### config.mk
export PLATFORM = sky130hd
export DESIGN_NAME = pointer_motion_filter_accumulator
export DESIGN_NICKNAME = d
export VERILOG_FILES = /design/src/rtl/core/pmfa_pkg.sv /design/src/rtl/core/pointer_motion_filter_accumulator.sv
export SDC_FILE = /design/constraint.sdc
export NUM_CORES = 1
export LEC_CHECK = 0
export BUFFER_PORTS_ARGS = -buffer_cell sky130_fd_sc_hd__buf_2
export CORE_MARGIN = 3
export CORE_UTILIZATION = 30
export CTS_CLUSTER_DIAMETER = 80
export DETAILED_ROUTE_END_ITERATION = 8
export GPL_TIMING_DRIVEN = 0
export PLACE_DENSITY = 0.56
export SYNTH_ARGS = -nofsm -noshare
export SYNTH_HDL_FRONTEND = slang
export SYNTH_SLANG_ARGS = --single-unit
export TNS_END_PERCENT = 50
### constraint.sdc
create_clock -name clock -period 26.4 [get_ports clock]
set_input_delay 1.32 -clock clock [delete_from_list [all_inputs] [get_ports clock]]
set_output_delay 1.32 -clock clock [all_outputs]
set_load 0.03 [all_outputs]
### src/rtl/core/pmfa_pkg.sv
// pmfa_pkg: shared types, codes and the per-axis rest filter / boost function
// for the pointer motion filter accumulator; depends on nothing else
`timescale 1ns / 1ps

package pmfa_pkg;

   // request action codes
   typedef enum logic [0:0] {
      ACT_SAMPLE = 1'b0,
      ACT_READ   = 1'b1
   } action_type;

   // response status codes
   typedef enum logic [1:0] {
      ST_OK      = 2'd0,
      ST_EMPTY   = 2'd1,
      ST_IGNORED = 2'd2
   } status_type;

   // control register indexes
   typedef enum logic [1:0] {
      REG_CLAMP_LIMIT = 2'd0,
      REG_SMALL_MOVE  = 2'd1,
      REG_BOOST_BELOW = 2'd2,
      REG_BOOST_GAIN  = 2'd3
   } reg_index_type;

   localparam logic [7:0] CLAMP_LIMIT_RST = 8'd96;
   localparam logic [7:0] SMALL_MOVE_RST  = 8'd2;
   localparam logic [7:0] BOOST_BELOW_RST = 8'd80;
   localparam logic [3:0] BOOST_GAIN_RST  = 4'd4;

   // result of filtering one clamped axis
   typedef struct packed {
      logic signed [12:0] val;    // filtered and boosted value
      logic               rest;   // axis was zero: mark rest in slot
      logic               jitter; // small move: clear slot
   } axis_result_type;

   // one response beat
   typedef struct packed {
      status_type         status;
      logic signed [31:0] x;
      logic signed [31:0] y;
   } rsp_beat_type;

   // rest filter then boost for one axis (|v| <= 255, so 13 bits hold v * 15)
   function automatic axis_result_type filter_axis(
      input logic signed [8:0] v,
      input logic              all_rest,
      input logic [7:0]        small_limit,
      input logic [7:0]        boost_below,
      input logic [3:0]        boost_gain
   );
      axis_result_type    r;
      logic [7:0]         mag;
      logic signed [12:0] v13;
      mag = v[8] ? 8'(-v) : v[7:0];
      v13 = 13'(v);
      r.rest   = (mag == 8'd0);
      r.jitter = !r.rest && (mag <= small_limit);
      if (r.jitter && all_rest) begin
         v13 = '0;
         mag = '0;
      end
      if (mag < boost_below) begin
         r.val = v13 * $signed({9'd0, boost_gain});
      end else begin
         r.val = v13;
      end
      return r;
   endfunction

endpackage

### src/rtl/core/pointer_motion_filter_accumulator.sv
// pointer_motion_filter_accumulator: top level, input stage, filter logic,
// running sums and a three-entry response buffer; depends on pmfa_pkg
`timescale 1ns / 1ps

// Usage
//   req_ channel: one beat is a motion sample (req_action = sample, with
//   req_delta_x / req_delta_y) or a read-and-clear request. Every beat gives
//   exactly one rsp_ beat (status, out_x, out_y), in order.
//   csr_ channel: writes one of four control registers (clamp limit, small
//   move limit, boost threshold, boost gain); always ready. Write only while
//   the block is idle.
//   Path: a beat accepted on req_ passes the input register, then the
//   response buffer, before it can be taken on rsp_.
//   Throughput: one beat per cycle while req_ready is high. All filtering,
//   the history update and the sum add are combinational from the input
//   register and captured together, so state is current for the next beat.
//   Stall: the response buffer holds three beats; req_ready drops when the
//   buffer plus the input register hold three beats, and rises again as
//   rsp_ beats are taken. Nothing is lost while the receiver stalls.
//   Reset: control registers return to their defaults, sums, history,
//   pending and started flags clear, both channels go empty. Samples are
//   reported as ignored until the first read request.
module pointer_motion_filter_accumulator
   import pmfa_pkg::*;
#(
   parameter int HISTORY_DEPTH = 5
) (
   input  logic               clock,
   input  logic               reset,
   // request channel
   input  logic               req_valid,
   output logic               req_ready,
   input  logic               req_action,
   input  logic signed [31:0] req_delta_x,
   input  logic signed [31:0] req_delta_y,
   // response channel
   output logic               rsp_valid,
   input  logic               rsp_ready,
   output logic [1:0]         rsp_status,
   output logic signed [31:0] rsp_out_x,
   output logic signed [31:0] rsp_out_y,
   // control register writes
   input  logic               csr_valid,
   output logic               csr_ready,
   input  logic [1:0]         csr_index,
   input  logic [7:0]         csr_data
);

   localparam int SLOT_W = (HISTORY_DEPTH > 1) ? $clog2(HISTORY_DEPTH) : 1;
   localparam logic [SLOT_W-1:0] SLOT_LAST = SLOT_W'(HISTORY_DEPTH - 1);
   localparam int BUF_DEPTH = 3;
   localparam logic [1:0] PTR_LAST = 2'(BUF_DEPTH - 1);
   localparam logic [2:0] BUF_LIMIT = 3'(BUF_DEPTH);

   // control registers
   logic [7:0] clamp_limit_ff, small_move_ff, boost_below_ff;
   logic [3:0] boost_gain_ff;

   assign csr_ready = 1'b1;

   always_ff @(posedge clock) begin
      if (reset) begin
         clamp_limit_ff <= CLAMP_LIMIT_RST;
         small_move_ff  <= SMALL_MOVE_RST;
         boost_below_ff <= BOOST_BELOW_RST;
         boost_gain_ff  <= BOOST_GAIN_RST;
      end else if (csr_valid && csr_ready) begin
         unique case (reg_index_type'(csr_index))
            REG_CLAMP_LIMIT: clamp_limit_ff <= csr_data;
            REG_SMALL_MOVE:  small_move_ff  <= csr_data;
            REG_BOOST_BELOW: boost_below_ff <= csr_data;
            REG_BOOST_GAIN:  boost_gain_ff  <= csr_data[3:0];
            default: ;
         endcase
      end
   end

   // input register
   logic               stage_valid_ff;
   logic               stage_action_ff;
   logic signed [31:0] stage_dx_ff, stage_dy_ff;
   logic [1:0]         buf_count_ff;
   logic               req_fire;

   assign req_ready = ({1'b0, buf_count_ff} + {2'b0, stage_valid_ff}) < BUF_LIMIT;
   assign req_fire  = req_valid && req_ready;

   always_ff @(posedge clock) begin
      if (reset) begin
         stage_valid_ff <= 1'b0;
      end else begin
         stage_valid_ff <= req_fire;
      end
   end

   always_ff @(posedge clock) begin
      if (req_fire) begin
         stage_action_ff <= req_action;
         stage_dx_ff     <= req_delta_x;
         stage_dy_ff     <= req_delta_y;
      end
   end

   // filter state
   logic                     started_ff, started_in;
   logic                     pending_ff, pending_in;
   logic [SLOT_W-1:0]        slot_ff, slot_in;
   logic [HISTORY_DEPTH-1:0] x_hist_ff, x_hist_in;
   logic [HISTORY_DEPTH-1:0] y_hist_ff, y_hist_in;
   logic signed [31:0]       sum_x_ff, sum_x_in;
   logic signed [31:0]       sum_y_ff, sum_y_in;

   // clamp each axis to +/- clamp limit
   logic signed [31:0] lim_pos, lim_neg;
   logic signed [8:0]  cx, cy;

   assign lim_pos = $signed({24'd0, clamp_limit_ff});
   assign lim_neg = -lim_pos;

   always_comb begin
      if (stage_dx_ff > lim_pos) begin
         cx = 9'(lim_pos);
      end else if (stage_dx_ff < lim_neg) begin
         cx = 9'(lim_neg);
      end else begin
         cx = 9'(stage_dx_ff);
      end
      if (stage_dy_ff > lim_pos) begin
         cy = 9'(lim_pos);
      end else if (stage_dy_ff < lim_neg) begin
         cy = 9'(lim_neg);
      end else begin
         cy = 9'(stage_dy_ff);
      end
   end

   // rest filter and boost per axis
   logic [SLOT_W-1:0] slot_cur;
   axis_result_type   fx, fy;
   logic              sample_nz, filt_nz;
   logic signed [31:0] fx32, fy32;

   assign slot_cur  = (slot_ff <= SLOT_LAST) ? slot_ff : '0;
   assign sample_nz = (cx != '0) || (cy != '0);
   assign fx = filter_axis(cx, &x_hist_ff, small_move_ff, boost_below_ff, boost_gain_ff);
   assign fy = filter_axis(cy, &y_hist_ff, small_move_ff, boost_below_ff, boost_gain_ff);
   assign fx32 = 32'(fx.val);
   assign fy32 = 32'(fy.val);
   assign filt_nz = (fx.val != '0) || (fy.val != '0);

   // next state and response beat
   rsp_beat_type beat;
   logic         buf_push;

   assign buf_push = stage_valid_ff;

   always_comb begin
      started_in  = started_ff;
      pending_in  = pending_ff;
      slot_in     = slot_ff;
      x_hist_in   = x_hist_ff;
      y_hist_in   = y_hist_ff;
      sum_x_in    = sum_x_ff;
      sum_y_in    = sum_y_ff;
      beat.status = ST_OK;
      beat.x      = '0;
      beat.y      = '0;
      if (stage_valid_ff) begin
         if (stage_action_ff == ACT_READ) begin
            started_in = 1'b1;
            if (pending_ff) begin
               beat.x     = sum_x_ff;
               beat.y     = sum_y_ff;
               sum_x_in   = '0;
               sum_y_in   = '0;
               pending_in = 1'b0;
            end else begin
               beat.status = ST_EMPTY;
            end
         end else if (!started_ff) begin
            beat.status = ST_IGNORED;
         end else if (sample_nz) begin
            if (fx.rest) begin
               x_hist_in[slot_cur] = 1'b1;
            end else if (fx.jitter) begin
               x_hist_in[slot_cur] = 1'b0;
            end
            if (fy.rest) begin
               y_hist_in[slot_cur] = 1'b1;
            end else if (fy.jitter) begin
               y_hist_in[slot_cur] = 1'b0;
            end
            slot_in = (slot_cur == SLOT_LAST) ? '0 : slot_cur + 1'b1;
            beat.x  = fx32;
            beat.y  = fy32;
            if (filt_nz) begin
               sum_x_in   = sum_x_ff + fx32;
               sum_y_in   = sum_y_ff + fy32;
               pending_in = 1'b1;
            end
         end
      end
   end

   always_ff @(posedge clock) begin
      if (reset) begin
         started_ff <= 1'b0;
         pending_ff <= 1'b0;
         slot_ff    <= '0;
         x_hist_ff  <= '0;
         y_hist_ff  <= '0;
         sum_x_ff   <= '0;
         sum_y_ff   <= '0;
      end else begin
         started_ff <= started_in;
         pending_ff <= pending_in;
         slot_ff    <= slot_in;
         x_hist_ff  <= x_hist_in;
         y_hist_ff  <= y_hist_in;
         sum_x_ff   <= sum_x_in;
         sum_y_ff   <= sum_y_in;
      end
   end

   // response buffer, circular over three entries
   rsp_beat_type buf_ff [BUF_DEPTH];
   logic [1:0]   wr_ptr_ff, rd_ptr_ff;
   logic         buf_pop;

   assign rsp_valid  = (buf_count_ff != 2'd0);
   assign buf_pop    = rsp_valid && rsp_ready;
   assign rsp_status = buf_ff[rd_ptr_ff].status;
   assign rsp_out_x  = buf_ff[rd_ptr_ff].x;
   assign rsp_out_y  = buf_ff[rd_ptr_ff].y;

   always_ff @(posedge clock) begin
      if (buf_push) begin
         buf_ff[wr_ptr_ff] <= beat;
      end
   end

   always_ff @(posedge clock) begin
      if (reset) begin
         wr_ptr_ff    <= '0;
         rd_ptr_ff    <= '0;
         buf_count_ff <= '0;
      end else begin
         if (buf_push) begin
            wr_ptr_ff <= (wr_ptr_ff == PTR_LAST) ? 2'd0 : wr_ptr_ff + 2'd1;
         end
         if (buf_pop) begin
            rd_ptr_ff <= (rd_ptr_ff == PTR_LAST) ? 2'd0 : rd_ptr_ff + 2'd1;
         end
         case ({buf_push, buf_pop})
            2'b10:   buf_count_ff <= buf_count_ff + 2'd1;
            2'b01:   buf_count_ff <= buf_count_ff - 2'd1;
            default: buf_count_ff <= buf_count_ff;
         endcase
      end
   end

   // checks
   a_no_overflow: assert property (@(posedge clock) disable iff (reset)
      buf_push |-> (buf_count_ff < 2'(BUF_DEPTH)) || buf_pop)
      else $error("response buffer written while full");

   a_read_clears: assert property (@(posedge clock) disable iff (reset)
      stage_valid_ff && (stage_action_ff == ACT_READ) && pending_ff
      |=> (sum_x_ff == '0) && (sum_y_ff == '0) && !pending_ff)
      else $error("read did not clear the sums");

   a_pending_needs_start: assert property (@(posedge clock) disable iff (reset)
      pending_ff |-> started_ff)
      else $error("motion pending before the first read");

   a_ignored_state_kept: assert property (@(posedge clock) disable iff (reset)
      stage_valid_ff && (beat.status == ST_IGNORED)
      |=> $stable(sum_x_ff) && $stable(sum_y_ff) && $stable(slot_ff))
      else $error("ignored sample changed filter state");

endmodule

==> out/qor_table.md <==
| Stage | Quantity | This run |
| --- | --- | --- |
| critical path | Kind of end point of the critical path | register |
| critical path | Cell repeated most along the worst path | a21oi_1 |
| synth | Area share of the largest cell type after synthesis | 32.5% |
| synth | Count of unique library cells instantiated by Yosys | 89 |
| synth | Top cell type by total area after synthesis | edfxtp_1 |
| synth | Synthesized netlist net count | 2796 |
| power | Relative contribution of sequential cells to total power | 36.2% |
| route | DRC violation total after the first TritonRoute iteration | 1149 |
| clock tree | # Post-CTS Setup Buffers | 0 |
| place | Routability congestion estimate | 0.880 |
| route | WL per Instance | 17.4 µm |
| critical path | Reg2Reg Launch Point | clamp_limit_ff[3] |
| final layout | Total inserted antenna cells | 0 |
| route | Wirelength, routed | 65.2 mm |
| route | Post-route antenna net violation count | 0 |
| synth | Top FF cell, synth | edfxtp_1 |
| critical path | Master of the slowest instance on the critical path | nor3_1 |
| floorplanning | Floorplan row count | 103 |
| clock tree | Worst-path clk slew | 0.06 ns |
| clock tree | Num Clock Sinks | 379 |
| power | Leakage Power | 11.3 nW |
| power | Internal power contribution | 1.24 mW |
| place | Instance area after placement | 26700 µm² |
| sta | Number of failing setup endpoints in the final timing report | 0 |
| floorplanning | Std-Cell Core Area | 79600 µm² |
| power | Highest ir drop seen on vdd | 0.0515 mV |
| route | Highest routing layer actually used | met5 |
| synth | Yosys synthesis warning count | 0 |
| clock tree | Depth of the CTS H-tree | 2 |
| critical path | Worst setup path category | reg2reg |
| clock tree | Max Root-Sink Buffers | 3 |
| critical path | Endpoint arrival time on the critical path | 17.81 ns |
| floorplanning | Y dimension of the die | 291 µm |
| sta | Setup Total Neg Slack | 0 ns |
| sta | Unrepaired setup endpoints after global routing | false |
| synth | Most frequently used cell type in the post-synthesis netlist | edfxtp_1 |
| global routing | Overall fraction of global-route tracks in use | 15.1% |
| critical path | Destination of the critical timing path | sum_x_ff[31] |
| place | IO Port Bufs | 147 |
| power | Part of the power in the clock network | 30.8% |
| floorplanning | DIE AREA | 84400 µm² |
| power | Fraction of power spent switching nets | 35.0% |
| critical path | Peak per-stage delay on the critical path | 0.91 ns |
| critical path | Depth of the worst register-to-register path | 61 |
| sta | Maximum frequency from static timing analysis | 57.8 MHz |
| hold path | Class of the tightest hold or removal check | reg2reg |
| clock tree | TritonCTS clock tree | built |
| power | Power per unit of standard cell area | 68.0 nW/µm² |
| final layout | Final net count | 3008 |
| global routing | First-pass GRT wire length | 103 mm |
| global routing | Number of global-route vias before repair | 18059 |
| global routing | Antenna violations before repair | 1 |
| power | Share of power burned in combinational logic | 33.0% |
| sta | Crit share post-route | 65.6% |
| synth | Post-Syn Instances | 2452 |
| sta | Number of failing hold endpoints at the final stage | 0 |
| clock tree | Number of gates given a new drive strength after cts | 0 |
| route | Drt first pass iters | 6 |
| route | Detailed-routing wirelength on met1 | 31.6 mm |
| final layout | Layout cells sized above 1 | 11.0% |
| route | Met2 wirelength from detailed routing | 29.4 mm |
| power | Total net switching power | 0.668 mW |
| critical path | Maximum fanout along the worst path | 10 |
| sta | Post-layout min period | 17.31 ns |
| floorplanning | Die X | 291 µm |
| floorplanning | Initial core utilization | 30.5% |
| critical path | Critical path launch point | clamp_limit_ff[3] |
| global routing | Maximum number of pins on one net before global-route repair | 67 |
| synth | Mean area per synthesized cell | 9.91 µm² |
| final layout | Final design instance area without fill | 28000 µm² |
| final layout | Area occupied by registers | 10200 µm² |
| route | DRC violations left | 0 |
| synth | Top cells by count, synth | edfxtp_1, ha_1, nand2_1 |
| critical path | Worst flop-to-flop path endpoint | sum_x_ff[31] |
| route | Detail Route met3 WL | 3.17 mm |
| clock tree | Worst skew pair latency | 0.60 ns |
| floorplanning | Number of top-level pins | 149 |
| place | DP Wirelength | 50.0 mm |
| critical path | Slack of the worst reg-to-reg path | 9.09 ns |
| global routing | Grt ovf | 0 |
| run status | Result of the run | finished clean |
| synth | Biggest area contributors in the synthesized netlist | edfxtp_1, ha_1, dfxtp_1, a21oi_1, nand2_1 |
| sta | Max-Slew Margin vs Limit | 19.3% |
| route | Total via count in the routed design | 18702 |
| sta | Slew at the pin with the worst max-slew slack | 1.21 ns |
| run | Number of max-cap violations | 0 |
| critical path | Worst endpoint required time | 26.90 ns |
| final layout | Synth-to-layout area growth | 15.4% |
| synth | Number of enable flip-flop cells after synthesis | 263 |
| synth | Flop and latch count out of synthesis | 379 |
| final layout | Layout fillers | 8113 |
| synth | Share of flip-flops with an asynchronous set or reset after synthesis | 0% |
| sta | Layout Skew | 0.0417 ns |
| route | Ratio of routed vias to standard cells | 4.99 |
| final layout | Total area of multi-input combinational cells | 13100 µm² |
| synth | Share of the yosys chip area belonging to registers | 42.1% |
| clock tree | Number of buffers inserted for hold repair after clock tree synthesis | 0 |
| clock tree | Clock buffers created by TritonCTS | 43 |
| synth | Cell Area, Synth | 24300 µm² |
| critical path | Startpoint class of the critical path | register |
| clock tree | Library cell used as clock root buffer | clkbuf_16 |
| sta | Final Max Tran Viols | 0 |
[power groups by stage]
stage / sequential, mW / clock (mW) / combinational (mW)
floorplan: 0.695 / 0 / 0.460
global placement: 0.707 / 0 / 0.613
detailed placement: 0.702 / 0 / 0.629
CTS: 0.689 / 0.606 / 0.631
global route: 0.692 / 0.633 / 0.698
finish: 0.689 / 0.587 / 0.629
[layout by cell type (no fill, tap or decap), types with 18 or more instances in the layout]
cell type	Yosys	final
a211oi_1	21	21
a21o_1	40	40
a21oi_1	186	186
a22o_1	82	82
a31oi_1	19	19
and2_1	45	44
and3_1	19	19
buf_2	6	153
buf_6	10	25
clkbuf_1	80	88
clkbuf_16	0	43
dfxtp_1	116	116
edfxtp_1	263	263
fa_1	38	38
ha_1	226	226
inv_1	151	151
mux2i_1	83	83
nand2_1	226	226
nand2b_1	21	21
nand3_1	45	45
nand4_1	25	25
nor2_1	192	191
nor2b_1	29	29
nor3_1	44	41
o21a_1	21	21
o21ai_0	149	149
or3_1	18	18
xnor2_1	65	65
xor2_1	26	26
[logic make-up after synthesis]
group	synth area share (%)
AND/OR/NAND/NOR	14.3
AO/OA/AOI/OAI	17.4
flip-flops	42.1
adder cells (fa/ha/maj)	14.8
buffers and inverters	4.28
XOR/XNOR	3.35
multiplexers	3.74
other	0.0154
[layout make-up]
cell class	instances	share of cell area [%]
multi-input combinational	1819	46.7
inverter	151	2.02
timing repair buffer	167	3.53
clock inverter	25	0.888
sequential	379	36.4
buffer	103	1.69
tap	1050	4.69
clock buffer	53	4.04
[layer usage]
metal	track usage, %	up-vias
met5	0	-
li1	-	9398
met1	21.5	8839
met4	3.27	2
met2	24.2	392
met3	2.31	71
[critical path: cells and delay by family (launching register included)]
family	cells	cell delay, ns
adders and majority gates	7	2.84
muxes	2	0.81
and+or+nand+nor	15	4.69
AOI/OAI and AO/OA	28	6.43
buffers and inverters	7	1.57
xor gates and xnor gates	2	0.44
DFF	1	0.39
[flip-flops by register name, summed over array words and instances, names as in the netlist, 4 cells and up, named ones only]
| register | count |
|---|---|
| stage_dy_ff | 32 |
| sum_y_ff | 32 |
| boost_below_ff | 8 |
| clamp_limit_ff | 8 |
| sum_x_ff | 32 |
| stage_dx_ff | 32 |
| boost_gain_ff | 4 |
| small_move_ff | 8 |
| buf_ff | 198 |
[metrics by stage]
step	worst slack, ns	total power, mW	instances	hold slack, ns	utilization (%)
after floorplan	11.62	1.15	2452	0.436	-
after global placement	7.66	1.32	3649	0.444	33.1
after detailed placement	9.09	1.33	3669	0.448	33.5
after CTS	9.10	1.93	3747	0.456	35.2
after global routing	7.90	2.02	3747	0.473	35.2
final	9.09	1.91	3747	0.456	35.2
[worst min-delay path by stage]
stage / startpoint / endpoint / slack [ns] / cells past startpoint
4_1_cts: boost_below_ff[2] / boost_below_ff[2] / 0.46 / 2
5_1_grt: boost_below_ff[5] / boost_below_ff[5] / 0.47 / 2
3_3_place_gp: boost_below_ff[3] / boost_below_ff[3] / 0.44 / 2
2_1_floorplan: boost_below_ff[1] / boost_below_ff[1] / 0.44 / 2
3_5_place_dp: boost_below_ff[3] / boost_below_ff[3] / 0.45 / 2
6_report: boost_below_ff[3] / boost_below_ff[3] / 0.46 / 2
(Power assumes the default switching activity.)
